`src/hw/rtl/tlip_pkg.sv`:
```
// Shared types, widths and codes for the tensor leg index permuter.
// No dependencies; imported by every module of the block.
`default_nettype none

package tlip_pkg;

  localparam int SITES     = 8;
  localparam int SLOT_W    = $clog2(SITES);
  localparam int IDX_W     = 16;
  localparam int VAL_W     = 64;
  localparam int SIZE_W    = 17;
  localparam int CNT_W     = 4;
  localparam int ORDER_W   = 24;
  localparam int CFG_W     = 24;
  localparam int REG_IDX_W = 2;
  localparam int DIM_W     = 17;
  localparam int RECIP_W   = 32;
  localparam int ST_W      = 2;
  localparam int LATENCY   = 3 * SITES + 2;

  localparam logic [ST_W-1:0] ST_OK    = 2'd0;
  localparam logic [ST_W-1:0] ST_SIZE  = 2'd1;
  localparam logic [ST_W-1:0] ST_RANGE = 2'd2;

  localparam logic [REG_IDX_W-1:0] REG_MATRIX_SIZE = 2'd0;
  localparam logic [REG_IDX_W-1:0] REG_SITE_COUNT  = 2'd1;
  localparam logic [REG_IDX_W-1:0] REG_SITE_ORDER  = 2'd2;

  localparam logic [SIZE_W-1:0]  SIZE_MAX    = SIZE_W'(1) << IDX_W;
  localparam logic [SIZE_W-1:0]  POW_SAT     = SIZE_MAX + SIZE_W'(1);
  localparam logic [SIZE_W-1:0]  SIZE_RESET  = SIZE_W'(1);
  localparam logic [CNT_W-1:0]   COUNT_RESET = CNT_W'(1);
  localparam logic [ORDER_W-1:0] ORDER_RESET = 24'hFAC688;

  typedef logic [IDX_W-1:0] tlip_digit_t;

  typedef struct packed {
    logic [ST_W-1:0]               status;
    logic [VAL_W-1:0]              value;
    logic [IDX_W-1:0]              row_work;
    logic [IDX_W-1:0]              col_work;
    tlip_digit_t [SITES-1:0]       row_dig;
    tlip_digit_t [SITES-1:0]       col_dig;
  } tlip_item_t;

  typedef struct packed {
    logic [DIM_W-1:0]   dim;
    logic [RECIP_W-1:0] recip;
    logic               size_bad;
  } tlip_dim_t;

  typedef struct packed {
    logic [DIM_W-1:0]   dim;
    logic [RECIP_W-1:0] recip;
    logic [CNT_W-1:0]   sites;
    logic [ORDER_W-1:0] order;
  } tlip_ctx_t;

endpackage

`default_nettype wire

```
`src/hw/rtl/tlip_digit_stage.sv`:
```
// One digit extraction step for both indices: reciprocal multiply, then
// remainder with a single correction. Two register stages. Uses tlip_pkg.
`default_nettype none

module tlip_digit_stage import tlip_pkg::*; (
  input  wire logic              clk,
  input  wire logic              rst_n,
  input  wire logic [SLOT_W-1:0] slot,
  input  wire tlip_ctx_t         ctx,
  input  wire logic              vld_i,
  input  wire tlip_item_t        item_i,
  output logic                   vld_o,
  output tlip_item_t             item_o
);

  localparam int PROD_W = IDX_W + RECIP_W;
  localparam int MUL_W  = IDX_W + DIM_W;

  logic [PROD_W-1:0] row_est;
  logic [PROD_W-1:0] col_est;

  logic              vld_a_r;
  tlip_item_t        item_a_r;
  logic [IDX_W-1:0]  rq_a_r;
  logic [IDX_W-1:0]  cq_a_r;

  logic [MUL_W-1:0]  row_back;
  logic [MUL_W-1:0]  col_back;
  logic [IDX_W-1:0]  row_rem;
  logic [IDX_W-1:0]  col_rem;
  logic              row_ge;
  logic              col_ge;
  tlip_item_t        item_nxt;

  logic              vld_r;
  tlip_item_t        item_r;

  assign row_est = PROD_W'(item_i.row_work) * PROD_W'(ctx.recip);
  assign col_est = PROD_W'(item_i.col_work) * PROD_W'(ctx.recip);

  always_ff @(posedge clk) begin
    if (!rst_n) begin
      vld_a_r <= 1'b0;
    end else begin
      vld_a_r <= vld_i;
    end
  end

  always_ff @(posedge clk) begin
    item_a_r <= item_i;
    rq_a_r   <= row_est[PROD_W-1 -: IDX_W];
    cq_a_r   <= col_est[PROD_W-1 -: IDX_W];
  end

  assign row_back = MUL_W'(rq_a_r) * MUL_W'(ctx.dim);
  assign col_back = MUL_W'(cq_a_r) * MUL_W'(ctx.dim);
  assign row_rem  = item_a_r.row_work - row_back[IDX_W-1:0];
  assign col_rem  = item_a_r.col_work - col_back[IDX_W-1:0];
  assign row_ge   = DIM_W'(row_rem) >= ctx.dim;
  assign col_ge   = DIM_W'(col_rem) >= ctx.dim;

  always_comb begin
    item_nxt = item_a_r;
    item_nxt.row_dig[slot] = row_ge ? row_rem - ctx.dim[IDX_W-1:0] : row_rem;
    item_nxt.col_dig[slot] = col_ge ? col_rem - ctx.dim[IDX_W-1:0] : col_rem;
    item_nxt.row_work      = row_ge ? rq_a_r + IDX_W'(1) : rq_a_r;
    item_nxt.col_work      = col_ge ? cq_a_r + IDX_W'(1) : cq_a_r;
  end

  always_ff @(posedge clk) begin
    if (!rst_n) begin
      vld_r <= 1'b0;
    end else begin
      vld_r <= vld_a_r;
    end
  end

  always_ff @(posedge clk) begin
    item_r <= item_nxt;
  end

  assign vld_o  = vld_r;
  assign item_o = item_r;

endmodule

`default_nettype wire

```
`config.mk`:
```
export PLATFORM = sky130hd
export DESIGN_NAME = tlip_digit_stage
export DESIGN_NICKNAME = d
export VERILOG_FILES = /design/src/hw/rtl/tlip_pkg.sv /design/src/hw/rtl/tlip_digit_stage.sv
export SDC_FILE = /design/constraint.sdc
export NUM_CORES = 2
export LEC_CHECK = 0
export BUFFER_PORTS_ARGS = -buffer_cell sky130_fd_sc_hd__buf_2
export CAP_MARGIN = 20
export CORE_MARGIN = 5
export CORE_UTILIZATION = 32
export CTS_CLUSTER_SIZE = 14
export DETAILED_ROUTE_END_ITERATION = 12
export PLACE_DENSITY = 0.48
export SETUP_SLACK_MARGIN = 0.4
export SLEW_MARGIN = 10
export SYNTH_ARGS = -nofsm -noshare
export SYNTH_HDL_FRONTEND = slang
export SYNTH_SLANG_ARGS = --single-unit
export TNS_END_PERCENT = 5
```
`constraint.sdc`:
```
create_clock -name clk -period 7.85 [get_ports clk]
set_input_delay 0.785 -clock clk [delete_from_list [all_inputs] [get_ports clk]]
set_output_delay 0.785 -clock clk [all_outputs]
set_load 0.02 [all_outputs]
```
==> flow_summary.rst <==
.. list-table::
   :header-rows: 1

   * - Metric
     - Value
   * - Min-delay src
     - item_i[187]
   * - Area taken by flip-flops and latches
     - 0.0149 mm2
   * - Run status
     - finished clean
   * - Post-layout minimum cycle time
     - 7.29 ns
   * - Post-synthesis area per instance
     - 9.60 um2
   * - Hold violation count in the final report
     - 0
   * - Wire length per cell after detailed routing
     - 21.9 um
   * - Via count
     - 43500
   * - Number of synthesized register bits
     - 742
   * - Most used flip-flop cell after synthesis
     - dfxtp_1
   * - Drt first-iter violations
     - 2140
   * - Starting Density
     - 32.2%
   * - Filler cells
     - 18600
   * - GRT Util Overall
     - 21.5%
   * - Buffer levels on the longest clock path
     - 3
   * - Worst Path Max Fanout
     - 11
   * - Sum of routed wire length over all layers
     - 209000 um
   * - CTS sink count
     - 742
   * - Clock latency on the worst-skew pair
     - 0.71 ns
   * - Sequential cell area fraction in the yosys report
     - 25.2%
   * - Critical path start-end classification
     - reg -> reg
   * - Syn Nets
     - 7980
   * - Post-synth top area share
     - 35.0%
   * - Worst Reg-to-Reg Cells
     - 29
   * - DRC violations left
     - 0
   * - Total of endpoints with negative setup slack in the final report
     - 0
   * - Count of buffering cells on the critical path with inverters included
     - 8
   * - Routability cong.
     - 0.869
   * - Overflow after GRT
     - 0
   * - Data arrival, critical path
     - 7.79 ns
   * - Final worst clock skew
     - 0.0746 ns
   * - Worst hold path stage count
     - 1
   * - Asr flop ratio synth
     - 0%
   * - First-pass GRT wire length
     - 309000 um
   * - Placement Cell Area
     - 0.0678 mm2
   * - Startpoint of the worst-slack reg-to-reg timing path
     - rq_a_r[3]
   * - Crit path launch type
     - register
   * - Worst max-slew margin expressed relative to the limit
     - 37.9%
   * - Root Buffer
     - clkbuf_16
   * - Non-Filler Instances
     - 9560
   * - Library cell contributing the largest single delay on the critical path
     - fa_1
   * - Post-DR vias/cell
     - 4.55
   * - Inst Count DP
     - 9386
   * - Die area
     - 0.193 mm2
   * - Cell area after synthesis
     - 0.0589 mm2
   * - Largest incremental delay on the critical path
     - 0.59 ns
   * - Detailed Routing Iterations Pass 1
     - 5
   * - Number of global-route vias before repair
     - 47300
   * - Final net count
     - 8855
   * - RSZ-0062 raised after global routing
     - true
   * - Least-Margin Pin Slew
     - 0.931 ns
   * - Endpoint class of the critical path
     - register
   * - Count of unique library cells instantiated by Yosys
     - 69
   * - TritonCTS clock tree
     - yes
   * - Count of yosys warnings during synthesis
     - 0
   * - Maximum number of pins on one net before global-route repair
     - 59
   * - Hold-critical path endpoint
     - item_a_r[187]
   * - Largest cells by area after synthesis
     - fa_1 35%, dfxtp_1 25%, ha_1 8.0%
   * - Deepest level of the CTS H-tree
     - 3
   * - R2r setup slk
     - 0.56 ns
   * - Fraction of final layout cells with drive strength greater than 1
     - 18.6%
   * - Max-cap check violation count
     - 0
   * - Width of the chip
     - 439 um
   * - Count of mapped cells out of synthesis
     - 6137
   * - Final cycle utilization of the critical path
     - 92.9%
   * - Number of top-level pins
     - 792
   * - Class of the tightest hold or removal check
     - in -> reg
   * - Core region area
     - 0.183 mm2
   * - Cell type group with the largest total delay on the critical path
     - adder cells
   * - Number of buffers created by CTS
     - 76
   * - Row count
     - 157
   * - Endpoint of the lowest-slack register-to-register path
     - item_o[200]
   * - Final std cell area, no fill
     - 0.0708 mm2
   * - Initial antenna violation count
     - 48
   * - Die height
     - 439 um
   * - Clock-pin slew of the registers on the worst-case setup and hold paths
     - 0.06 ns
   * - Multi-input gate area
     - 0.0389 mm2
   * - Area growth, synth to finish
     - 20.2%
   * - Commonest non-fill, non-tap cell in the layout
     - inv_1
   * - CP Data Required Time
     - 8.36 ns
   * - Quantity of I/O buffers inserted on ports
     - 763
   * - Commonest cells after routing, fill and taps aside
     - 1153 x inv_1, 1071 x nand2_1, 1028 x fa_1, 763 x buf_2, 728 x dfxtp_1
   * - Number of nets with antenna violations after routing
     - 0
   * - Accumulated negative setup slack
     - 0 ns
   * - Final-report max-slew violation count
     - 0
   * - EDFF count, synth
     - 0
   * - Library cell occupying the most area in the post-synthesis netlist
     - fa_1
   * - Detailed Place HPWL
     - 171000 um
   * - Fmax
     - 137 MHz
==> synth_stat cells (3+ instances only) <==
library cell	instances
nor3b_1	5
a21oi_1	101
a211oi_1	12
mux2_2	4
and3_1	19
a221oi_1	4
nor4_1	5
a31o_2	4
nand2_1	1073
clkbuf_1	301
and2_1	515
xor2_1	44
nor3_1	18
nor2b_1	12
ha_1	376
o31a_1	6
a31oi_1	19
nand2b_1	13
a21o_1	31
o21a_1	11
or2_2	3
fa_1	1030
mux2i_1	18
and4_1	5
nand4_1	19
buf_2	3
o211ai_1	7
inv_1	1154
or3_1	11
dfxtp_1	742
nand3_1	27
nor2_1	85
o21bai_1	9
o31ai_1	4
xnor2_1	127
o21ai_0	274
==> worst max-delay path by stage <==
| stage | end | start | slack (ns) | cells past startpoint |
|---|---|---|---|---|
| floorplan | item_o[175] | ctx[67] | 0.40 | 30 |
| global placement | item_o[64] | ctx[67] | -0.03 | 27 |
| detailed placement | item_o[48] | ctx[66] | -0.05 | 27 |
| CTS | item_o[211] | rq_a_r[6] | 0.37 | 29 |
| global route | item_o[42] | cq_a_r[2] | 0.32 | 28 |
| finish | item_o[200] | rq_a_r[3] | 0.56 | 29 |
==> metrics by stage <==
step                hold WS (ns)  setup slack, ns  util [%]
finish                     0.187            0.561      38.7
global route               0.146            0.322      38.6
CTS                        0.119            0.370      38.5
detailed placement         0.312          -0.0512      37.0
global placement           0.310          -0.0333      37.0
floorplan                  0.310            0.401         -
==> worst register-to-register path: cells and delay by family (launching register included) <==
| kind | cells | cell delay (ns) |
|---|---|---|
| compound gates | 5 | 0.83 |
| xor+xnor | 7 | 1.24 |
| fa+ha+maj | 7 | 3.33 |
| buf+inv | 8 | 1.08 |
| flops | 1 | 0.38 |
| simple gates | 2 | 0.22 |
==> state kept, by name, indices dropped and copies added, names as in the netlist <==
name and flops:
rq_a_r 16, item_a_r 354, cq_a_r 16, vld_o 1
item_o 354, vld_a_r 1
==> kinds of logic after synthesis <==
| family | after synthesis | synth area share (%) |
|---|---|---|
| adder cells (fa/ha/maj) | 1406 | 43.0 |
| AND/OR/NAND/NOR | 1822 | 14.4 |
| flip-flops | 742 | 25.2 |
| AO/OA/AOI/OAI | 512 | 5.09 |
| XOR/XNOR | 172 | 2.57 |
| buffers and inverters | 1461 | 9.33 |
| multiplexers | 22 | 0.382 |
==> layer usage <==
| layer | GRT usage, % | wire length, um |
|---|---|---|
| met2 | 38.4 | 105000 |
| met1 | 26.4 | 85300 |
| met5 | 0 | 208 |
| met3 | 3.22 | 10300 |
| met4 | 7.62 | 8270 |
==> final cells by class <==
| cell class | count | share of cell area [%] |
|---|---|---|
| flip-flops and latches | 742 | 21.0 |
| diodes | 28 | 0.0990 |
| clock inverters | 32 | 0.619 |
| well taps | 2464 | 4.36 |
| clock buffers | 102 | 2.99 |
| repair buffers | 1104 | 9.83 |
| inverters | 1154 | 6.12 |
| multi-input cells | 3934 | 54.9 |
==> repair_timing <==
item	4_1_cts	5_1_grt
pin swaps	0	20
buffers inserted	0	12
hold buffers	0	0
resized for setup	12	56
cloned	0	0
setup endpoints to repair	203	284
Power is not shown: default switching activity piles up to over one toggle a cycle in this logic, so the estimate is an artifact.
