===== config.mk =====
export PLATFORM = sky130hd
export DESIGN_NAME = tlip_horner_stage
export DESIGN_NICKNAME = d
export VERILOG_FILES = /design/src/hw/rtl/tlip_pkg.sv /design/src/hw/rtl/tlip_horner_stage.sv
export SDC_FILE = /design/constraint.sdc
export NUM_CORES = 1
export LEC_CHECK = 0
export BUFFER_PORTS_ARGS = -buffer_cell sky130_fd_sc_hd__buf_4
export CAP_MARGIN = 15
export CORE_AREA = 2 2 313 315
export DETAILED_ROUTE_END_ITERATION = 8
export DIE_AREA = 0 0 315 317
export PLACE_DENSITY = 0.39
export REMOVE_ABC_BUFFERS = 1
export SKIP_LAST_GASP = 1
export SYNTH_ARGS = -nofsm -noshare
export SYNTH_HDL_FRONTEND = slang
export SYNTH_SLANG_ARGS = --single-unit

===== constraint.sdc =====
create_clock -name clk -period 14.4 [get_ports clk]
set_input_delay 2.88 -clock clk [delete_from_list [all_inputs] [get_ports clk]]
set_output_delay 2.88 -clock clk [all_outputs]
set_load 0.005 [all_outputs]

===== src/hw/rtl/tlip_pkg.sv =====
// Shared types, widths and codes for the tensor leg index permuter.
// No dependencies; imported by every module of the block.
`default_nettype none

package tlip_pkg;

  localparam int SITES     = 8;
  localparam int SLOT_W    = $clog2(SITES);
  localparam int IDX_W     = 16;
  localparam int VAL_W     = 64;
  localparam int SIZE_W    = 17;
  localparam int CNT_W     = 4;
  localparam int ORDER_W   = 24;
  localparam int CFG_W     = 24;
  localparam int REG_IDX_W = 2;
  localparam int DIM_W     = 17;
  localparam int RECIP_W   = 32;
  localparam int ST_W      = 2;
  localparam int LATENCY   = 3 * SITES + 2;

  localparam logic [ST_W-1:0] ST_OK    = 2'd0;
  localparam logic [ST_W-1:0] ST_SIZE  = 2'd1;
  localparam logic [ST_W-1:0] ST_RANGE = 2'd2;

  localparam logic [REG_IDX_W-1:0] REG_MATRIX_SIZE = 2'd0;
  localparam logic [REG_IDX_W-1:0] REG_SITE_COUNT  = 2'd1;
  localparam logic [REG_IDX_W-1:0] REG_SITE_ORDER  = 2'd2;

  localparam logic [SIZE_W-1:0]  SIZE_MAX    = SIZE_W'(1) << IDX_W;
  localparam logic [SIZE_W-1:0]  POW_SAT     = SIZE_MAX + SIZE_W'(1);
  localparam logic [SIZE_W-1:0]  SIZE_RESET  = SIZE_W'(1);
  localparam logic [CNT_W-1:0]   COUNT_RESET = CNT_W'(1);
  localparam logic [ORDER_W-1:0] ORDER_RESET = 24'hFAC688;

  typedef logic [IDX_W-1:0] tlip_digit_t;

  typedef struct packed {
    logic [ST_W-1:0]               status;
    logic [VAL_W-1:0]              value;
    logic [IDX_W-1:0]              row_work;
    logic [IDX_W-1:0]              col_work;
    tlip_digit_t [SITES-1:0]       row_dig;
    tlip_digit_t [SITES-1:0]       col_dig;
  } tlip_item_t;

  typedef struct packed {
    logic [DIM_W-1:0]   dim;
    logic [RECIP_W-1:0] recip;
    logic               size_bad;
  } tlip_dim_t;

  typedef struct packed {
    logic [DIM_W-1:0]   dim;
    logic [RECIP_W-1:0] recip;
    logic [CNT_W-1:0]   sites;
    logic [ORDER_W-1:0] order;
  } tlip_ctx_t;

endpackage

`default_nettype wire


===== src/hw/rtl/tlip_horner_stage.sv =====
// One reassembly step for both indices: acc = acc * d + selected digit,
// skipped for slots at or beyond the site count. Uses tlip_pkg.
`default_nettype none

module tlip_horner_stage import tlip_pkg::*; (
  input  wire logic              clk,
  input  wire logic              rst_n,
  input  wire logic [SLOT_W-1:0] slot,
  input  wire tlip_ctx_t         ctx,
  input  wire logic              vld_i,
  input  wire tlip_item_t        item_i,
  output logic                   vld_o,
  output tlip_item_t             item_o
);

  localparam int MUL_W = IDX_W + DIM_W;

  logic [SLOT_W-1:0] src;
  logic              active;
  logic              src_ok;
  logic [IDX_W-1:0]  row_pick;
  logic [IDX_W-1:0]  col_pick;
  logic [MUL_W-1:0]  row_prod;
  logic [MUL_W-1:0]  col_prod;
  tlip_item_t        item_nxt;

  logic              vld_r;
  tlip_item_t        item_r;

  assign src      = ctx.order[slot * SLOT_W +: SLOT_W];
  assign active   = CNT_W'(slot) < ctx.sites;
  assign src_ok   = CNT_W'(src) < ctx.sites;
  assign row_pick = src_ok ? item_i.row_dig[src] : '0;
  assign col_pick = src_ok ? item_i.col_dig[src] : '0;
  assign row_prod = MUL_W'(item_i.row_work) * MUL_W'(ctx.dim);
  assign col_prod = MUL_W'(item_i.col_work) * MUL_W'(ctx.dim);

  always_comb begin
    item_nxt = item_i;
    if (active) begin
      item_nxt.row_work = row_prod[IDX_W-1:0] + row_pick;
      item_nxt.col_work = col_prod[IDX_W-1:0] + col_pick;
    end
  end

  always_ff @(posedge clk) begin
    if (!rst_n) begin
      vld_r <= 1'b0;
    end else begin
      vld_r <= vld_i;
    end
  end

  always_ff @(posedge clk) begin
    item_r <= item_nxt;
  end

  assign vld_o  = vld_r;
  assign item_o = item_r;

endmodule

`default_nettype wire


==> results of run 1 <==
[power by group through the flow]
| stage | registers [mW] | logic, mW | clock network, mW |
|---|---|---|---|
| 2_1_floorplan | 1.16 | 2.04 | 0 |
| 3_3_place_gp | 1.16 | 3.00 | 0 |
| 3_5_place_dp | 1.16 | 3.01 | 0 |
| 4_1_cts | 1.14 | 3.04 | 1.21 |
| 5_1_grt | 1.14 | 3.41 | 1.24 |
| 6_report | 1.13 | 2.95 | 1.16 |
[final cells by class]
type	instances	share of cell area (%)
Inverter	288	3.96
Multi-Input combinational cell	1228	37.5
Timing Repair Buffer	769	21.2
Sequential cell	355	26.1
Clock inverter	20	0.867
Tap cell	1276	5.85
Antenna cell	1	0.00917
Clock buffer	61	4.65
[worst max path at each step]
stage,from,depth (start not counted),end,slack (ns)
finish,slot[0],27,item_o[284]$_DFF_P_,4.21
detailed placement,slot[0],26,item_o[271]$_DFF_P_,3.47
global placement,slot[0],26,item_o[271]$_DFF_P_,3.51
floorplan,slot[0],22,item_o[287]$_DFF_P_,2.61
CTS,slot[0],27,item_o[284]$_DFF_P_,4.11
global route,slot[0],26,item_o[271]$_DFF_P_,3.78
[flip-flops by register name, summed over array words and instances (netlist names)]
name    cells
item_o    354
vld_o       1
[through the flow]
stage / power (mW) / area (um^2) / std cells
floorplan: 3.20 / 18400 / 1871
global placement: 4.16 / 25800 / 3916
detailed placement: 4.17 / 25800 / 3916
CTS: 5.38 / 27300 / 3997
global route: 5.78 / 27300 / 3997
finish: 5.24 / 27300 / 3998
[placed cells by master (no fill, tap or decap), types with 9 or more instances in the layout]
master	instances
buf_4	769
nand2_1	469
dfxtp_1	355
inv_1	286
fa_1	188
ha_1	108
and2_1	99
and3_1	62
xnor2_1	58
a311oi_1	54
clkbuf_16	46
a21oi_1	37
o21ai_0	35
nor2_1	21
xor2_1	18
clkinv_2	11
clkbuf_1	9
[logic make-up (layout without fill, tap and decap cells)]
| family | Yosys count | after routing | synth area share [%] |
|---|---|---|---|
| and+or+nand+nor | 677 | 677 | 16.0 |
| muxes | 12 | 12 | 1.18 |
| DFF | 355 | 355 | 37.8 |
| other | 0 | 1 | 0 |
| adders and majority gates | 296 | 296 | 27.2 |
| xor gates and xnor gates | 78 | 78 | 3.78 |
| buffers and inverters | 389 | 1138 | 8.02 |
| AOI/OAI and AO/OA | 165 | 165 | 6.00 |
[metal layers]
metal / track usage [%] / part of all wire, % / up-vias
li1: - / - / 7547
met1: 19.5 / 39 / 7914
met2: 30.5 / 49 / 639
met3: 6.39 / 9.6 / 93
met4: 4.49 / 2.4 / 2
met5: 0 / 0.015 / -
==> key figures, run 1 <==
Yosys
  • Asr flop ratio synth: 0%
  • Synth top area cells: dfxtp_1 38%, fa_1 20%, nand2_1 9.4%, ha_1 7.2%, inv_1 5.7%
  • Synth cell count leaders: 469 x nand2_1, 355 x dfxtp_1, 287 x inv_1
  • EDFF count, synth: 0
  • Netlist cell types: 48
  • Most frequent cell after synthesis: nand2_1
  • Post-Syn Area: between 15000 and 20000 um^2
  • YS warnings: 0
  • Synthesized instance count: ~2000
  • Yosys top cell by area: dfxtp_1
  • Yosys top cell area share: approximately 38%
  • Syn avg cell area: roughly 9.5 um^2
  • Main synth FF type: dfxtp_1
  • Sequential share of the synthesized area: around 38%
  • Synthesis-stage register bit count: ~360

Floorplanning
  • Row cnt: 114
  • Core region area: approximately 96000 um^2
  • Die area: 99900 um^2
  • Initial Utilization: 19.5%
  • # IOs: 792
  • Die X: roughly 320 um
  • DIE HEIGHT: between 300 and 400 um

Timing
  • Rel. slew slack: between 30% and 40%
  • Final setup vio count: 0
  • Setup TNS: 0 ns
  • Slew Limit Fails: 0
  • Min cycle time layout: roughly 10 ns
  • Min Hold Slack: between 2 and 2.5 ns
  • Worst Max-Slew Pin Slew: between 0.9 and 1 ns
  • Fin worst setup slack: approximately 4.2 ns
  • Max Fclk: 0.0982 GHz
  • RSZ-0062 raised after global routing: false
  • Crit share post-route: 70.7%
  • Hold Fails Final Rpt: 0

Power and ir drop
  • P_leak: approximately 13 nW
  • Design internal power: ~3.2 mW
  • Worst VDD drop: around 0.15 mV
  • Clk network pwr share: 22.1%
  • P_sw: between 2 and 2.5 mW
  • Part of the power in registers: 21.6%
  • Pwr dens: ~190 nW/um^2
  • Switching Share: 39.4%
  • Combinational share of power: 56.2%

Cells and area
  • Sequential Area: roughly 7100 um^2
  • Util after Layout: around 28%
  • Multi-input gate area: 10200 um^2
  • Filler cells: 10400
  • Share of cells above drive strength 1: a little under a third
  • Area Growth Syn to Fin: 45.0%
  • Final net count: around 3400

Routing
  • Number of iterations in the first detailed-routing pass: 5
  • WL/cell: 21.9 um
  • Iter 0 DRT Violations: 557
  • Number of routed nets with antenna violations: 0
  • Total Wirelength: about 87 mm
  • Via Count: between 15000 and 20000
  • Drc violations: 0
  • DR vias/cell: between 4 and 5

Worst setup path
  • Critical Path Most Common Cell: ha_1
  • Crit path largest cell delay: between 0.6 and 0.7 ns
  • CP required: around 15 ns
  • CP top delay family: compound AO/OA/AOI/OAI gates
  • CP max-delay cell: buf_4
  • WS Path Type: input port to register
  • Critical Path End Type: register
  • Crit-path max FO: 65
  • Critical path arrival: 10.71 ns
  • Startpoint types: input port
  • Buf+Inv Stages, Crit Path: 7

Global routing
  • First-pass GRT wire length: 125 mm
  • Gr usage total: 17.2%
  • Number of global-route vias before repair: between 15000 and 20000
  • Total overflow reported by the global router: 0
  • Initial antenna violation count: 7
  • Largest net degree at the start of global routing: 70

Placement
  • DPL Wire Length: about 70 mm
  • Pre-CTS WS: 3.47 ns
  • GP Congestion: 0.912
  • IO Port Bufs: between 700 and 800

CTS
  • Clk slew on worst S/H paths: roughly 0.060 ns
  • CTS root buf: clkbuf_16
  • Cts hold-fix bufs: 0
  • Clk buf depth: 3
  • Post-CTS Setup Bufs: 0
  • CTS Buf Count: between 40 and 50
  • H-tree depth: 2
  • Clock sinks: ~360
  • PostCTS Resize Cnt: 0
  • CTS tree: built

Job
  • Max-Cap Viols: 0

Status
  • Status: finished clean

Min path
  • Min-Delay Path Class: input port to register
  • Worst Hold Launch: item_i[288]
  • Min-Delay Path Depth: 1
  • Hold Path End: item_o[288]$_DFF_P_
No activity file was read; power rests on OpenSTA's default activity.
==> inputs of run 2 (changes only) <==
--- a/config.mk
+++ b/config.mk
@@ -5,12 +5,13 @@
 export SDC_FILE = /design/constraint.sdc
 export NUM_CORES = 1
 export LEC_CHECK = 0
+export ABC_AREA = 1
 export BUFFER_PORTS_ARGS = -buffer_cell sky130_fd_sc_hd__buf_4
 export CAP_MARGIN = 15
-export CORE_AREA = 2 2 313 315
+export CORE_AREA = 2 2 310 312
 export DETAILED_ROUTE_END_ITERATION = 8
-export DIE_AREA = 0 0 315 317
-export PLACE_DENSITY = 0.39
+export DIE_AREA = 0 0 312 314
+export PLACE_DENSITY = 0.41
 export REMOVE_ABC_BUFFERS = 1
 export SKIP_LAST_GASP = 1
 export SYNTH_ARGS = -nofsm -noshare
==> constraint.sdc (replaced) <==
create_clock -name clk -period 10.4 [get_ports clk]
set_input_delay 2.08 -clock clk [delete_from_list [all_inputs] [get_ports clk]]
set_output_delay 2.08 -clock clk [all_outputs]
set_load 0.005 [all_outputs]
==> key figures, run 2 <==
Status
  • Status: finished clean

Placement
  • DP Area: 26600 um^2 (+3.1%)
  • GP Congestion: 0.800 (-12%)
  • IO Port Bufs: 758 (unchanged)
  • Pre-CTS WS: 1.77 ns (-1.70 ns)
  • DPL Wire Length: 69.1 mm (-1.6%)

Global routing
  • Total overflow reported by the global router: 0 (unchanged)
  • Number of global-route vias before repair: 17600 (-1.9%)
  • First-pass GRT wire length: 121 mm (-2.8%)
  • Gr usage total: 16.8% (-0.44 points)
  • Initial antenna violation count: 3 (-4)
  • Largest net degree at the start of global routing: 122 (+74%)

Power and ir drop
  • Clk network pwr share: 22.2% (about the same)
  • P_leak: 14.9 nW (+12%)
  • Pwr dens: 245 nW/um^2 (+28%)
  • Design internal power: 4.00 mW (+26%)
  • P_sw: 2.87 mW (+39%)
  • Final Total Pwr: 6.86 mW (+31%)
  • Part of the power in registers: 22.7% (+1.1 points)
  • Switching Share: 41.8% (+2.4 points)
  • Combinational share of power: 55.1% (-1.1 points)
  • Worst VDD drop: 0.188 mV (+26%)

Worst setup path
  • CP top delay family: adder cells
  • CP max-delay cell: a21oi_4
  • Crit-path max FO: 15 (-77%)
  • Crit path largest cell delay: 0.67 ns (-0.02 ns)
  • CP required: 10.83 ns (-4.10 ns)
  • Buf+Inv Stages, Crit Path: 6 (-1)
  • Startpoint types: input port
  • WS Path Type: input port to register
  • Critical Path End Type: register
  • Critical path arrival: 8.44 ns (-2.27 ns)
  • Critical Path Most Common Cell: nand2_1

Yosys
  • Main synth FF type: dfxtp_1
  • Synth cell count leaders: 768 x nand2_1, 465 x inv_1, 355 x dfxtp_1
  • Synth top area cells: dfxtp_1 36%, fa_1 19%, nand2_1 15%, inv_1 8.9%, ha_1 6.9%
  • Post-Syn Area: 19700 um^2 (+4.6%)
  • Syn avg cell area: 8.30 um^2 (-13%)
  • EDFF count, synth: 0 (unchanged)
  • Synthesis-stage register bit count: 355 (unchanged)
  • Sequential share of the synthesized area: 36.1% (-1.7 points)
  • Most frequent cell after synthesis: nand2_1
  • Yosys top cell area share: 36.1% (-1.7 points)
  • Netlist cell types: 39 (-19%)
  • YS warnings: 0 (unchanged)
  • Synthesized instance count: 2369 (+20%)
  • Yosys top cell by area: dfxtp_1
  • Asr flop ratio synth: 0% (unchanged)

Cells and area
  • Most common cell after layout, fill and taps aside: buf_4
  • Most frequent cells in the layout: 769 x buf_4, 767 x nand2_1, 464 x inv_1
  • Sequential Area: 7110 um^2 (unchanged)
  • Filler cells: 10300 (-0.94%)
  • Area Growth Syn to Fin: 42.3%
  • Share of cells above drive strength 1: 27.4% (-4.2 points)
  • Final net count: 3811 (+11%)
  • Multi-input gate area: 10300 um^2 (+0.89%)
  • Final Cell Area: 28000 um^2 (+2.6%)
  • Max reg flops: 354 (unchanged)

Floorplanning
  • Initial Utilization: 20.8% (+1.3 points)
  • Die X: 312 um (-0.95%)
  • Die area: 98000 um^2 (-1.9%)
  • Core region area: 94400 um^2 (-1.9%)
  • # IOs: 792 (unchanged)
  • DIE HEIGHT: 314 um (-0.95%)
  • Row cnt: 113 (-0.88%)

CTS
  • Clk buf depth: 3 (unchanged)
  • CTS root buf: clkbuf_16
  • Clock sinks: 355 (unchanged)
  • CTS Buf Count: 43 (-4.4%)
  • PostCTS Resize Cnt: 0 (unchanged)
  • Post-CTS Setup Bufs: 0 (unchanged)
  • Cts hold-fix bufs: 0 (unchanged)
  • H-tree depth: 2 (unchanged)
  • CTS tree: built
  • Clk slew on worst S/H paths: 0.06 ns (about the same)

Min path
  • Hold Path End: item_o[45]$_DFF_P_
  • Min-Delay Path Class: input port to register
  • Worst Hold Launch: item_i[45]
  • Min-Delay Path Depth: 1 (unchanged)

Routing
  • WL/cell: 19.3 um (-12%)
  • Drc violations: 0 (unchanged)
  • WL met2: 44.2 mm (+3.2%)
  • Number of iterations in the first detailed-routing pass: 5 (unchanged)
  • Via Count: 17300 (+6.6%)
  • Iter 0 DRT Violations: 802 (+44%)
  • Number of routed nets with antenna violations: 0 (unchanged)
  • DR vias/cell: 3.95 (-2.5%)
  • Total Wirelength: 84.2 mm (-3.7%)
  • Met3 Wirelength: 4.37 mm (-48%)
  • Metal-1 WL: 33.7 mm (-1.3%)
  • Top routing layer in use: met5

Timing
  • Hold Fails Final Rpt: 0 (unchanged)
  • RSZ-0062 raised after global routing: false
  • Worst Max-Slew Pin Slew: 1.11 ns (+0.179 ns)
  • Min cycle time layout: 8.01 ns
  • Fin worst setup slack: 2.39 ns (-1.82 ns)
  • Min Hold Slack: 1.58 ns (-0.803 ns)
  • Setup TNS: 0 ns (unchanged)
  • Rel. slew slack: 25.6% (-12 points)
  • Crit share post-route: between 70 and 80%
  • Slew Limit Fails: 0 (unchanged)
  • Final setup vio count: 0 (unchanged)
  • Max Fclk: 0.125 GHz

Job
  • Max-Cap Viols: 0 (unchanged)
## run 2: cell types whose count changed after synthesis, moves of 8 or more
cell	delta
a21oi_1	+47
a311oi_1	-54
a32o_1	+58
and2_1	-99
and3_1	-62
buf_2	+16
clkbuf_1	-23
inv_1	+178
nand2_1	+299
nand3_1	+83
nor2_1	+28
xnor2_1	-48
xor2_1	-8
## run 2: layout make-up
type	instances	share of cell area, %
clock buffers	63	4.44
well taps	1265	5.66
clock inverters	10	0.577
flip-flops and latches	355	25.4
inverters	469	6.30
diodes	1	0.00894
repair buffers	771	20.8
multi-input cells	1438	36.8
## run 2: logic make-up (layout without fill, tap and decap cells)
group / Yosys count / after routing / synth area share, %
fa+ha+maj: 296 / 296 / 26.0
xor+xnor: 20 / 20 / 0.891
flops: 355 / 355 / 36.1
other cells: 0 / 1 / 0
buf+inv: 576 / 1313 / 11.5
simple gates: 925 / 925 / 18.7
compound gates: 197 / 197 / 6.77
## run 2: power groups by stage
stage	clock network, mW	registers [mW]	logic, mW
2_1_floorplan	0	1.60	2.60
3_3_place_gp	0	1.59	3.86
3_5_place_dp	0	1.59	3.85
4_1_cts	1.58	1.56	3.87
5_1_grt	1.62	1.57	4.43
6_report	1.53	1.56	3.78
## run 2: how the worst max path moves through the flow
stage | from | to | slack, ns | cells after the start
6_report | slot[0] | item_o[268]$_DFF_P_ | 2.39 | 28
5_1_grt | slot[0] | item_o[268]$_DFF_P_ | 1.92 | 28
4_1_cts | slot[0] | item_o[268]$_DFF_P_ | 2.38 | 28
3_5_place_dp | slot[0] | item_o[268]$_DFF_P_ | 1.77 | 28
3_3_place_gp | slot[0] | item_o[268]$_DFF_P_ | 1.73 | 28
2_1_floorplan | slot[0] | item_o[268]$_DFF_P_ | 2.20 | 26
## run 2: per-stage QoR
stage | std cells | util [%]
4_1_cts | 4371 | 29.6
3_3_place_gp | 4298 | 28.1
6_report | 4372 | 29.6
2_1_floorplan | 2262 | -
3_5_place_dp | 4298 | 28.1
5_1_grt | 4372 | 29.6
## run 2: layer usage
layer	track usage [%]	vias up
met5	0	-
met4	4.48	2
met3	3.19	69
met2	31.2	453
met1	19.6	8204
li1	-	8543
