$ cat src/hw/rtl/tlip_pkg.sv
// Shared types, widths and codes for the tensor leg index permuter.
// No dependencies; imported by every module of the block.
`default_nettype none

package tlip_pkg;

  localparam int SITES     = 8;
  localparam int SLOT_W    = $clog2(SITES);
  localparam int IDX_W     = 16;
  localparam int VAL_W     = 64;
  localparam int SIZE_W    = 17;
  localparam int CNT_W     = 4;
  localparam int ORDER_W   = 24;
  localparam int CFG_W     = 24;
  localparam int REG_IDX_W = 2;
  localparam int DIM_W     = 17;
  localparam int RECIP_W   = 32;
  localparam int ST_W      = 2;
  localparam int LATENCY   = 3 * SITES + 2;

  localparam logic [ST_W-1:0] ST_OK    = 2'd0;
  localparam logic [ST_W-1:0] ST_SIZE  = 2'd1;
  localparam logic [ST_W-1:0] ST_RANGE = 2'd2;

  localparam logic [REG_IDX_W-1:0] REG_MATRIX_SIZE = 2'd0;
  localparam logic [REG_IDX_W-1:0] REG_SITE_COUNT  = 2'd1;
  localparam logic [REG_IDX_W-1:0] REG_SITE_ORDER  = 2'd2;

  localparam logic [SIZE_W-1:0]  SIZE_MAX    = SIZE_W'(1) << IDX_W;
  localparam logic [SIZE_W-1:0]  POW_SAT     = SIZE_MAX + SIZE_W'(1);
  localparam logic [SIZE_W-1:0]  SIZE_RESET  = SIZE_W'(1);
  localparam logic [CNT_W-1:0]   COUNT_RESET = CNT_W'(1);
  localparam logic [ORDER_W-1:0] ORDER_RESET = 24'hFAC688;

  typedef logic [IDX_W-1:0] tlip_digit_t;

  typedef struct packed {
    logic [ST_W-1:0]               status;
    logic [VAL_W-1:0]              value;
    logic [IDX_W-1:0]              row_work;
    logic [IDX_W-1:0]              col_work;
    tlip_digit_t [SITES-1:0]       row_dig;
    tlip_digit_t [SITES-1:0]       col_dig;
  } tlip_item_t;

  typedef struct packed {
    logic [DIM_W-1:0]   dim;
    logic [RECIP_W-1:0] recip;
    logic               size_bad;
  } tlip_dim_t;

  typedef struct packed {
    logic [DIM_W-1:0]   dim;
    logic [RECIP_W-1:0] recip;
    logic [CNT_W-1:0]   sites;
    logic [ORDER_W-1:0] order;
  } tlip_ctx_t;

endpackage

`default_nettype wire

$ cat src/hw/rtl/tlip_dim_unit.sv
// Local dimension sequencer: bisection search for d with a shared multiplier,
// exact power check and a restoring divider for the reciprocal. Uses tlip_pkg.
`default_nettype none

module tlip_dim_unit import tlip_pkg::*; (
  input  wire logic              clk,
  input  wire logic              rst_n,
  input  wire logic              kick,
  input  wire logic [SIZE_W-1:0] matrix_size,
  input  wire logic [CNT_W-1:0]  site_count,
  output tlip_dim_t              dim_o,
  output logic                   busy
);

  localparam logic [2:0] S_IDLE  = 3'd0;
  localparam logic [2:0] S_CHECK = 3'd1;
  localparam logic [2:0] S_MID   = 3'd2;
  localparam logic [2:0] S_POW   = 3'd3;
  localparam logic [2:0] S_RECIP = 3'd4;

  localparam int POWP_W = SIZE_W + DIM_W;
  localparam int BIT_W  = $clog2(RECIP_W);

  logic [2:0]         state_r, state_nxt;
  logic [DIM_W-1:0]   lo_r, lo_nxt;
  logic [DIM_W-1:0]   hi_r, hi_nxt;
  logic [DIM_W-1:0]   base_r, base_nxt;
  logic [SIZE_W-1:0]  pow_r, pow_nxt;
  logic [CNT_W-1:0]   step_r, step_nxt;
  logic               last_r, last_nxt;
  logic [DIM_W-1:0]   rem_r, rem_nxt;
  logic [BIT_W-1:0]   bit_r, bit_nxt;
  logic [DIM_W-1:0]   dim_r, dim_nxt;
  logic [RECIP_W-1:0] recip_r, recip_nxt;
  logic               bad_r, bad_nxt;

  logic [POWP_W-1:0]  pow_prod;
  logic [DIM_W:0]     rem_shift;
  logic               rem_ge;

  assign pow_prod  = POWP_W'(pow_r) * POWP_W'(base_r);
  assign rem_shift = {rem_r, 1'b1};
  assign rem_ge    = rem_shift >= (DIM_W + 1)'(dim_r);

  always_comb begin
    state_nxt = state_r;
    lo_nxt    = lo_r;
    hi_nxt    = hi_r;
    base_nxt  = base_r;
    pow_nxt   = pow_r;
    step_nxt  = step_r;
    last_nxt  = last_r;
    rem_nxt   = rem_r;
    bit_nxt   = bit_r;
    dim_nxt   = dim_r;
    recip_nxt = recip_r;
    bad_nxt   = bad_r;
    unique case (state_r)
      S_IDLE: begin
      end
      S_CHECK: begin
        if (site_count == '0 || site_count > CNT_W'(SITES) || matrix_size > SIZE_MAX) begin
          bad_nxt   = 1'b1;
          state_nxt = S_IDLE;
        end else if (matrix_size == '0) begin
          bad_nxt   = 1'b0;
          state_nxt = S_IDLE;
        end else begin
          lo_nxt    = DIM_W'(1);
          hi_nxt    = matrix_size;
          state_nxt = S_MID;
        end
      end
      S_MID: begin
        if (lo_r < hi_r) begin
          base_nxt = lo_r + ((hi_r - lo_r) >> 1);
          last_nxt = 1'b0;
        end else begin
          base_nxt = lo_r;
          last_nxt = 1'b1;
        end
        pow_nxt   = SIZE_W'(1);
        step_nxt  = '0;
        state_nxt = S_POW;
      end
      S_POW: begin
        if (step_r == site_count || pow_r > SIZE_MAX) begin
          if (last_r) begin
            dim_nxt = base_r;
            bad_nxt = (pow_r != matrix_size);
            if (pow_r != matrix_size) begin
              state_nxt = S_IDLE;
            end else begin
              rem_nxt   = '0;
              bit_nxt   = '0;
              recip_nxt = '0;
              state_nxt = S_RECIP;
            end
          end else begin
            if (pow_r >= matrix_size) begin
              hi_nxt = base_r;
            end else begin
              lo_nxt = base_r + DIM_W'(1);
            end
            state_nxt = S_MID;
          end
        end else begin
          pow_nxt  = (pow_prod > POWP_W'(SIZE_MAX)) ? POW_SAT : pow_prod[SIZE_W-1:0];
          step_nxt = step_r + CNT_W'(1);
        end
      end
      S_RECIP: begin
        rem_nxt   = rem_ge ? DIM_W'(rem_shift - (DIM_W + 1)'(dim_r)) : rem_shift[DIM_W-1:0];
        recip_nxt = {recip_r[RECIP_W-2:0], rem_ge};
        bit_nxt   = bit_r + BIT_W'(1);
        if (bit_r == BIT_W'(RECIP_W - 1)) begin
          state_nxt = S_IDLE;
        end
      end
      default: begin
        state_nxt = S_IDLE;
      end
    endcase
    if (kick) begin
      state_nxt = S_CHECK;
    end
  end

  always_ff @(posedge clk) begin
    if (!rst_n) begin
      state_r <= S_IDLE;
      dim_r   <= DIM_W'(1);
      recip_r <= '1;
      bad_r   <= 1'b0;
    end else begin
      state_r <= state_nxt;
      dim_r   <= dim_nxt;
      recip_r <= recip_nxt;
      bad_r   <= bad_nxt;
    end
  end

  always_ff @(posedge clk) begin
    lo_r   <= lo_nxt;
    hi_r   <= hi_nxt;
    base_r <= base_nxt;
    pow_r  <= pow_nxt;
    step_r <= step_nxt;
    last_r <= last_nxt;
    rem_r  <= rem_nxt;
    bit_r  <= bit_nxt;
  end

  assign busy           = (state_r != S_IDLE);
  assign dim_o.dim      = dim_r;
  assign dim_o.recip    = recip_r;
  assign dim_o.size_bad = bad_r;

  a_recip_nonzero_div: assert property (@(posedge clk) disable iff (!rst_n)
    state_r == S_RECIP |-> dim_r != '0)
    else $error("divider running with zero divisor");

  a_bisect_order: assert property (@(posedge clk) disable iff (!rst_n)
    state_r == S_MID |-> lo_r <= hi_r)
    else $error("bisection bounds crossed");

  a_pow_steps: assert property (@(posedge clk) disable iff (!rst_n)
    state_r == S_POW |-> step_r <= site_count)
    else $error("power loop ran past site count");

endmodule

`default_nettype wire

$ cat config.mk
export PLATFORM = sky130hd
export DESIGN_NAME = tlip_dim_unit
export DESIGN_NICKNAME = d
export VERILOG_FILES = /design/src/hw/rtl/tlip_pkg.sv /design/src/hw/rtl/tlip_dim_unit.sv
export SDC_FILE = /design/constraint.sdc
export NUM_CORES = 1
export LEC_CHECK = 0
export BUFFER_PORTS_ARGS = -buffer_cell sky130_fd_sc_hd__buf_2
export CAP_MARGIN = 10
export CORE_ASPECT_RATIO = 1.4
export CORE_MARGIN = 5
export CORE_UTILIZATION = 60
export CTS_CLUSTER_DIAMETER = 50
export CTS_CLUSTER_SIZE = 14
export DETAILED_ROUTE_END_ITERATION = 10
export GPL_TIMING_DRIVEN = 0
export PLACE_DENSITY = 0.89
export SKIP_LAST_GASP = 1
export SYNTH_ARGS = -nofsm -noshare
export SYNTH_HDL_FRONTEND = slang
export SYNTH_SLANG_ARGS = --single-unit
$ cat constraint.sdc
create_clock -name clk -period 8.7 [get_ports clk]
set_input_delay 0.435 -clock clk [delete_from_list [all_inputs] [get_ports clk]]
set_output_delay 0.435 -clock clk [all_outputs]
set_load 0.005 [all_outputs]
==> summary by stage, run 1 <==
Critical path
STA classifies the critical path endpoint as a register. The largest delay contributor family on the critical path is adder cells. The critical path buffer and inverter count is 5. At the worst endpoint, the required time is ~9.0 ns. The maximum fanout encountered on the critical timing path is 10. The slowest stage of the critical path is the sky130_fd_sc_hd__clkbuf_1 cell.

The start-to-end type of the worst setup path is register to register. The most common cell type on the critical path is sky130_fd_sc_hd__fa_1. The critical path goes through clkbuf_1, buf_1, nand2_1, fa_1, fa_1, fa_1, fa_1, fa_1, fa_1, inv_1, ha_1, clkbuf_1, nor2_1, nor3_1, o2111ai_1, a31oi_1, nor2_1, o211a_1, nor4_2, nand3_2, buf_6, nor3b_1. STA puts the critical path data arrival time at around 8.8 ns. The largest stage delay on the critical path is 0.69 ns. The worst setup path is launched from a register.

Floorplanning
The initial standard-cell utilization of the core is 60.6%. The area of the core region is 0.0315 mm2. The full die area is 0.0355 mm2. The height of the die is approximately 220 um. The floorplan has between 70 and 80 rows. The x dimension of the die is ~160 um. The I/O pin count is 75.

Routing
Routed signal wires occupy layers up through met4. The detailed router put a total of ~18000 um of wire on met1. In this run, the number of DRC markers left after iteration 0 of detailed routing was 1357.

The average wire per cell in the routed design is about 20 um. The number of optimization iterations in the first detailed-route pass is 10. The routed design uses around 27000 um of met2 wire. In the detailed route, the total length drawn on met3 is ~4900 um. In the routed design, unresolved DRC markers number 0.

For this block, the routed nets add up to around 55000 um of wire. The final route contains about 16000 vias. Using the TritonRoute via totals, the vias-per-cell ratio works out to a little over 6. The number of nets with antenna violations after routing is 0.

Power and ir drop
The total power consumption of the routed design is 2.05 mW. The combinational fraction of design power is between 20% and 30%. Internal power comes to about 1.4 mW. The share of total power dissipated in the clock network is between 30% and 40%. The switching component of the power is between 0.6 and 0.7 mW. The analysis attributes to cell leakage a power of 9.84 nW. The worst-case vdd ir drop is about 0.10 mV. The share of total power dissipated in sequential elements is 36.9%. For this design the ratio of total power to cell area is about 100 mW/mm2.

The fraction of power spent switching nets is approximately a third.

Logic synthesis
The count of yosys warnings during synthesis is 0. The summed instance area of the synthesized netlist is between 0.015 and 0.02 mm2. The share of synthesized flip-flops with an asynchronous set or reset is 0%. The cell count after synthesis came out at 2163. The primary flip-flop cell chosen by synthesis mapping is sky130_fd_sc_hd__edfxtp_1. The share of synthesized area occupied by flip-flops and latches is between 20% and 30%. When the netlist entered floorplanning its net count stood at approximately 2600. The average instance in the mapped netlist occupies between 8 and 9 um2.

In this run, synthesis inferred 95 flip-flops with an integrated enable. The number of library cell types mapped by synthesis is 73. The synthesized design contains between 100 and 150 register bits.

Timing
Across all hold checks on the routed design, the worst slack comes to between 0.2 and 0.25 ns. The max-slew violation count is 0. Derived from the worst setup path, the maximum achievable clock frequency is 117 MHz. On the final layout, the worst clock skew is just over 0.009 ns. Setup repair after global routing left no endpoint under its margin. The summed negative setup slack over all endpoints is 0 ns. Setup violations remaining at the end of the flow were counted as 0. The final hold violation count is 0. The slew at the pin closest to its max-slew limit is ~1.2 ns.

The worst path uses a little over nine tenths of the clock period. The clock period minus worst slack is about 8.5 ns. The smallest setup slack after layout is ~0.15 ns. The normalized max-slew margin is approximately a fifth.

Status
The flow ran to the end, and the final reports show no timing, DRC or antenna violations.

Run
The tool flagged a number of max-cap violations equal to 0.

Placement
Input and output buffers added on the ports amount to 73. The placed standard-cell area is ~0.020 mm2. The placed wire-length estimate after detailed placement is 43000 um. The final RePlAce weighted congestion is 1.01.

Counting tap cells, the placed design contains a total of 2633 instances. Timing analysis after detailed placement gives a worst setup slack of around 0.47 ns.

Clocking
Counting every sink on the clock net gives approximately 150. The hold buffer count at CTS is 0. CTS placed an instance of sky130_fd_sc_hd__clkbuf_16 at the clock tree root. After clock tree synthesis, the clock-pin slew on the worst setup and hold paths is roughly 0.06 ns. The number of clock buffers added by TritonCTS is 17. Clock latency on the worst-skew pair, taken at its later pin, is approximately 0.43 ns. The clock tree from TritonCTS is done. The H-tree generated during clock tree synthesis spans 4 levels.

The maximum buffer depth of the clock tree is 2.

Hold path
The kind of path behind the tightest hold check is input pin to register.

Global routing
The initial antenna violation count is 2. The via count of the first global-routing pass is between 15000 and 20000. Summed over all layers, the global routing overflow is 0.

The total track usage is 31.1%. The maximum number of pins on one net before global-route repair is 23. The first global-routing pass estimated 88500 um of wire.

Layout
The final layout contains ~2700 nets. The final non-filler cell total is about 2700. The final design area excluding fillers is between 0.02 and 0.025 mm2. The layout overhead on the synthesized area is 7.54%. The core occupancy in the finished layout is approximately 65%.

The fraction of layout cells with a size suffix above 1 is under 10%.
-- worst register-to-register path, cell delays in order (launching register included) --
cell and delay, ns:
sky130_fd_sc_hd__edfxtp_1 0.51, sky130_fd_sc_hd__clkbuf_1 0.70, sky130_fd_sc_hd__buf_1 0.58, sky130_fd_sc_hd__nand2_1 0.16
sky130_fd_sc_hd__fa_1 0.57, sky130_fd_sc_hd__fa_1 0.45, sky130_fd_sc_hd__fa_1 0.61, sky130_fd_sc_hd__fa_1 0.48
sky130_fd_sc_hd__fa_1 0.53, sky130_fd_sc_hd__fa_1 0.55, sky130_fd_sc_hd__inv_1 0.04, sky130_fd_sc_hd__ha_1 0.26
sky130_fd_sc_hd__clkbuf_1 0.26, sky130_fd_sc_hd__nor2_1 0.11, sky130_fd_sc_hd__nor3_1 0.38, sky130_fd_sc_hd__o2111ai_1 0.36
sky130_fd_sc_hd__a31oi_1 0.33, sky130_fd_sc_hd__nor2_1 0.11, sky130_fd_sc_hd__o211a_1 0.25, sky130_fd_sc_hd__nor4_2 0.42
sky130_fd_sc_hd__nand3_2 0.29, sky130_fd_sc_hd__buf_6 0.24, sky130_fd_sc_hd__nor3b_1 0.20
-- layer usage --
metal  vias up  track usage (%)
li1       7187                -
met1      7764             32.5
met2       947             53.3
met3       370             7.56
met4         0             24.1
met5         -                0
-- cell families (layout without fill, tap and decap cells) --
group,count (synthesis),in the layout,share of synthesized area [%]
simple gates,764,764,19.9
fa+ha+maj,405,405,35.5
buf+inv,458,565,9.19
compound gates,268,268,9.17
flops,148,148,20.5
xor+xnor,83,83,3.81
other cells,0,3,0
mux,37,37,1.95
-- power groups by stage --
stage / Sequential, mW / Combinational, mW / Clock [mW]
global placement: 0.769 / 0.567 / 0
CTS: 0.754 / 0.592 / 0.684
finish: 0.754 / 0.605 / 0.686
detailed placement: 0.769 / 0.586 / 0
floorplan: 0.767 / 0.434 / 0
global route: 0.754 / 0.665 / 0.716
-- final timing paths --
check,startpoint,cells past startpoint,endpoint,slack [ns]
worst min-delay path,kick,2,state_r[0],0.24
worst max register to register,base_r[9],22,pow_r[3],0.15
worst max-delay path,base_r[9],22,pow_r[3],0.15
worst min register to register,recip_r[31],2,recip_r[31],0.48
-- final cells by class --
| type | instances | area [um2] |
|---|---|---|
| multi-input combinational | 1557 | 13400 |
| fill | 2310 | 11000 |
| tap | 395 | 494 |
| buffer | 112 | 457 |
| timing repair buffer | 75 | 388 |
| sequential | 148 | 3910 |
| inverter | 346 | 1300 |
| clock inverter | 9 | 68.8 |
| clock buffer | 23 | 470 |
| antenna | 3 | 7.51 |
-- placed cells by master, fill, tap and decap left out, types with 10 or more instances in the layout --
master	n
sky130_fd_sc_hd__nor4_1	16
sky130_fd_sc_hd__xnor2_1	46
sky130_fd_sc_hd__dfxtp_1	53
sky130_fd_sc_hd__fa_1	227
sky130_fd_sc_hd__buf_2	89
sky130_fd_sc_hd__nor2b_1	26
sky130_fd_sc_hd__and2_1	133
sky130_fd_sc_hd__nand4_1	19
sky130_fd_sc_hd__nand2_1	318
sky130_fd_sc_hd__mux2i_1	35
sky130_fd_sc_hd__and3_1	15
sky130_fd_sc_hd__and4_1	11
sky130_fd_sc_hd__nand2b_1	11
sky130_fd_sc_hd__o21ai_0	71
sky130_fd_sc_hd__or3_1	10
sky130_fd_sc_hd__xor2_1	37
sky130_fd_sc_hd__nor2_1	83
sky130_fd_sc_hd__inv_1	346
sky130_fd_sc_hd__a21o_1	31
sky130_fd_sc_hd__o21a_1	18
sky130_fd_sc_hd__ha_1	178
sky130_fd_sc_hd__nor3_1	18
sky130_fd_sc_hd__a21oi_1	61
sky130_fd_sc_hd__nor3b_1	10
sky130_fd_sc_hd__edfxtp_1	95
sky130_fd_sc_hd__a211oi_1	17
sky130_fd_sc_hd__nand3_1	64
sky130_fd_sc_hd__clkbuf_1	88
sky130_fd_sc_hd__clkbuf_16	17
-- what timing repair did --
item / in CTS / in global routing
gates resized for setup: 0 / 2
setup endpoints to repair: 0 / 9
buffers inserted: 0 / 0
-- sequential cells by signal, indices dropped and copies added, names as in the netlist, 5 cells and up --
signal / count
recip_r: 32
base_r: 17
dim_r: 17
hi_r: 17
lo_r: 17
pow_r: 17
rem_r: 17
bit_r: 5
-- cell usage after synthesis (3+ instances only) --
cell	n	area, um2
sky130_fd_sc_hd__and4_1	11	96.3
sky130_fd_sc_hd__buf_2	16	80.1
sky130_fd_sc_hd__nor2_1	83	312
sky130_fd_sc_hd__nand2_1	318	1190
sky130_fd_sc_hd__xor2_1	37	324
sky130_fd_sc_hd__o2111ai_1	5	43.8
sky130_fd_sc_hd__o21bai_1	9	67.6
sky130_fd_sc_hd__nor3b_1	11	82.6
sky130_fd_sc_hd__mux2i_1	35	350
sky130_fd_sc_hd__and3_1	15	93.8
sky130_fd_sc_hd__ha_1	178	2230
sky130_fd_sc_hd__a211o_1	5	43.8
sky130_fd_sc_hd__dfxtp_1	53	1060
sky130_fd_sc_hd__a211oi_1	17	128
sky130_fd_sc_hd__clkbuf_1	87	327
sky130_fd_sc_hd__nor3_1	18	90.1
sky130_fd_sc_hd__and2_1	133	832
sky130_fd_sc_hd__nand2b_1	11	68.8
sky130_fd_sc_hd__nand3_1	64	320
sky130_fd_sc_hd__a21oi_1	62	310
sky130_fd_sc_hd__or3_1	10	62.6
sky130_fd_sc_hd__fa_1	227	4540
sky130_fd_sc_hd__edfxtp_1	95	2850
sky130_fd_sc_hd__inv_1	346	1300
sky130_fd_sc_hd__or2_2	4	25.0
sky130_fd_sc_hd__o211a_1	3	30.0
sky130_fd_sc_hd__nor4_1	16	100
sky130_fd_sc_hd__nand4_1	19	119
sky130_fd_sc_hd__o211ai_1	6	45.0
sky130_fd_sc_hd__a31oi_1	5	31.3
sky130_fd_sc_hd__o21ai_1	4	20.0
sky130_fd_sc_hd__o21a_1	18	135
sky130_fd_sc_hd__nor3_2	6	60.1
sky130_fd_sc_hd__xnor2_1	46	403
sky130_fd_sc_hd__a21o_1	31	233
sky130_fd_sc_hd__o21ai_0	71	355
sky130_fd_sc_hd__nand3b_1	5	37.5
sky130_fd_sc_hd__nor2b_1	26	163
sky130_fd_sc_hd__buf_1	6	22.5
sky130_fd_sc_hd__nand4b_1	3	26.3
Note: power is estimated with default switching activity, not from simulation.
==> run 2, diff against run 1 <==
--- a/config.mk
+++ b/config.mk
@@ -9,12 +9,13 @@
 export CAP_MARGIN = 10
 export CORE_ASPECT_RATIO = 1.4
 export CORE_MARGIN = 5
-export CORE_UTILIZATION = 60
+export CORE_UTILIZATION = 40
 export CTS_CLUSTER_DIAMETER = 50
 export CTS_CLUSTER_SIZE = 14
 export DETAILED_ROUTE_END_ITERATION = 10
 export GPL_TIMING_DRIVEN = 0
-export PLACE_DENSITY = 0.89
+export HOLD_SLACK_MARGIN = 0.06
+export PLACE_DENSITY = 0.67
 export SKIP_LAST_GASP = 1
 export SYNTH_ARGS = -nofsm -noshare
 export SYNTH_HDL_FRONTEND = slang
==> run 2 against run 1 <==
Against the previous run:
- global-route usage down 10 points
- critical endpoint is now pow_r[14]
- hold slack got worse by 0.016 ns
- combinational power barely moved
- critical path type unchanged
==> summary by stage, run 2 (synthesis gave the netlist of run 1 again) <==
Power and ir drop
Summed over all nets, the switching power comes to 0.722 mW. The share of total power in sequential cells is 36.0%. The static power due to leakage is about 9.9 nW. Dividing total power by cell area gives a power density of 100 mW/mm2. Of the total power, combinational logic draws 28.7%. Net switching is between 30% and 40% of the power. The internal power component is about 1.4 mW. The worst-case IR drop observed on VDD is ~0.13 mV. The share of power burned in the clock network is around a third.

Routing
The number of optimization iterations in the first detailed-route pass is 7. The number of nets with antenna violations after routing is 0. The final wirelength is between 50000 and 60000 um.

The number of design-rule violations left by the first detailed-router iteration is a little under 1000. Dividing the detail-routed via count by the number of cells gives 5.45. After detailed routing, the average wire length per cell comes to around 19 um. After detailed routing, the number of remaining DRC violations is 0.

Across all layers, the routed design uses about 16000 vias.

Critical path
The endpoint kind of the worst setup timing path is a register. The startpoint of the most critical setup path is pow_r[10]. The critical path data arrival time is about 8.7 ns. The critical path buffer and inverter count is 7. The most common cell type on the critical path is sky130_fd_sc_hd__fa_1. The largest stage delay on the critical path is 0.62 ns. The largest individual stage delay along the critical path comes from the cell sky130_fd_sc_hd__clkbuf_1. The worst setup path is launched from a register.

The worst path required time is 8.97 ns. The largest delay contributor family on the critical path is adder cells. Of all nets on the critical path, the largest fanout is 10. Walking the worst path, the cells encountered are clkbuf_1, clkbuf_1, nand2_1, fa_1, fa_1, inv_1, fa_1, inv_1, fa_1, fa_1, fa_1, inv_1, ha_1, clkbuf_1, nor2_1, nor3_1, o2111ai_1, a31oi_1, nor2_1, o211a_1, nor4_2, nand3_2, buf_6, nor3_2.

The start of the worst register-to-register path is pow_r[10]. The start-to-end type of the worst setup path is register to register.

Floorplanning
From bottom edge to top edge, the die measures about 270 um. The area of the core region is 0.0472 mm2. Pin placement for this block handled 75 I/O pins. The cell row count is 94.

The initial utilization of the core area, before any placement, comes to between 40% and 50%. The floorplan step set the die width to 195 um. The die covers between 0.05 and 0.06 mm2.

Clocking
Post-CTS timing repair inserted 0 buffers for setup. For this design, the sink count on the clock tree is 148. The number of gates resized after CTS is 0. The number of levels in the clock H-tree is 4. After clock tree synthesis, the clock-pin slew on the worst setup and hold paths is ~0.060 ns. The total CTS buffers is 17. The clock root buffer is sky130_fd_sc_hd__clkbuf_16. The hold buffer count at CTS is 0. The maximum buffer depth of the clock tree is 2. The clock tree from TritonCTS is done. The worst-skew pair later-pin latency is roughly 0.44 ns.

Global routing
Across every metal layer, demand over resource in global routing totals between 20% and 30%. The via count of the first global-routing pass came to 16523. After global routing the overflow that remains totals 0. The global-route wire length before repair is slightly below 90000 um. The initial antenna violation count came to 1. Entering global routing, the biggest net connects 23 pins.

Placement
The placed instances occupy a cell area of between 0.02 and 0.025 mm2. The number of port buffers is between 70 and 80. The final RePlAce weighted congestion is approximately 0.94. The wire-length estimate of the detail-placed layout is roughly 45000 um. The total placed cells including tap cells is around 2900.

Layout
The antenna cell count is 0. In the final design database the tool counted 2685 nets. Leaving out fill and tap cells, the most frequent cells in the layout are sky130_fd_sc_hd__inv_1 (346), sky130_fd_sc_hd__nand2_1 (318), sky130_fd_sc_hd__fa_1 (227).

The final design area excluding fillers is between 0.02 and 0.025 mm2. Cells with a size suffix above 1 make up under 10% of the layout. Relative to the synthesized area, the layout overhead comes to 9.21%. The library cell used most frequently in the layout, excluding fill and tap cells, is sky130_fd_sc_hd__inv_1. The flip-flop count of the largest register, all copies and words added is 32. After the flow finishes, the layout carries non-filler instances totaling between 2000 and 3000. The filler cells instantiated in the layout total about 4600. The register ranked first by flip-flop count is recip_r.

Timing
The final number of setup-violating endpoints is 0. For the final routed database, the setup TNS stands at 0 ns. Measured against its own limit, the worst slew margin works out to between 30% and 40%. Setup repair after global routing left no endpoint under its margin. At the pin with the least slew margin, the transition time is between 1 and 1.5 ns. The clock period minus worst slack is between 8 and 9 ns. The worst hold-check slack is 0.224 ns. The max-slew violation count came to 0.

Across the routed clock network, the largest skew measured is approximately 0.0099 ns. The final hold violation count is 0. The fraction of the cycle the final worst path needs is 97.2%. The fmax is 118 MHz.

Status
The run finished with clean final reports.

Run
Max-cap violations in this run came to 0.

Hold path
The startpoint identified for the worst hold timing path is kick. The kind of path behind the tightest hold check is input pin to register.
[run 2: changes by cell type in the layout (fill, tap and decap cells not counted), sizes merged]
cell / change
clkbuf: -5
diode: -3
clkinv: +2
inv: +2
buf: -1
clkinvlp: +1
[run 2: area by class of cell]
cell class | instances | area (um2) | area share [%]
multi-input combinational | 1557 | 13400 | 64.4
sequential | 148 | 3910 | 18.8
inverter | 346 | 1300 | 6.23
tap | 624 | 781 | 3.75
buffer | 112 | 459 | 2.20
clock buffer | 18 | 450 | 2.16
timing repair buffer | 74 | 377 | 1.81
clock inverter | 14 | 138 | 0.660
[run 2: power groups by stage]
stage,clock network (mW),registers [mW],logic (mW)
6_report,0.738,0.753,0.602
5_1_grt,0.773,0.754,0.668
4_1_cts,0.742,0.753,0.597
3_5_place_dp,0,0.769,0.591
3_3_place_gp,0,0.769,0.584
2_1_floorplan,0,0.767,0.434
[run 2: metal layers]
layer | GRT usage (%) | share of wire, %
met5 | 0 | 0.026
met4 | 13.1 | 7.3
met3 | 2.56 | 5.2
met2 | 38.5 | 51
met1 | 22.7 | 36
[run 2: stage by stage]
step	setup WS (ns)	util, %	total power, mW
6_report	0.240	44.2	2.09
3_5_place_dp	0.255	42.9	1.36
4_1_cts	0.231	44.2	2.09
2_1_floorplan	2.02	-	1.20
5_1_grt	0.0477	44.2	2.19
3_3_place_gp	0.323	42.9	1.35
[run 2: worst reg2reg max path: stages, from the launching register on]
cell	delay [ns]
sky130_fd_sc_hd__edfxtp_1	0.43
sky130_fd_sc_hd__clkbuf_1	0.62
sky130_fd_sc_hd__clkbuf_1	0.53
sky130_fd_sc_hd__nand2_1	0.16
sky130_fd_sc_hd__fa_1	0.57
sky130_fd_sc_hd__fa_1	0.56
sky130_fd_sc_hd__inv_1	0.06
sky130_fd_sc_hd__fa_1	0.53
sky130_fd_sc_hd__inv_1	0.06
sky130_fd_sc_hd__fa_1	0.52
sky130_fd_sc_hd__fa_1	0.53
sky130_fd_sc_hd__fa_1	0.56
sky130_fd_sc_hd__inv_1	0.04
sky130_fd_sc_hd__ha_1	0.26
sky130_fd_sc_hd__clkbuf_1	0.26
sky130_fd_sc_hd__nor2_1	0.11
sky130_fd_sc_hd__nor3_1	0.36
sky130_fd_sc_hd__o2111ai_1	0.36
sky130_fd_sc_hd__a31oi_1	0.32
sky130_fd_sc_hd__nor2_1	0.11
sky130_fd_sc_hd__o211a_1	0.28
sky130_fd_sc_hd__nor4_2	0.36
sky130_fd_sc_hd__nand3_2	0.26
sky130_fd_sc_hd__buf_6	0.24
sky130_fd_sc_hd__nor3_2	0.20
[run 2: final timing paths]
check / to / slack, ns / depth (start not counted)
setup / recovery: pow_r[14] / 0.24 / 24
setup reg to reg: pow_r[14] / 0.24 / 24
hold reg to reg: recip_r[31] / 0.47 / 2
hold / removal: state_r[0] / 0.22 / 2
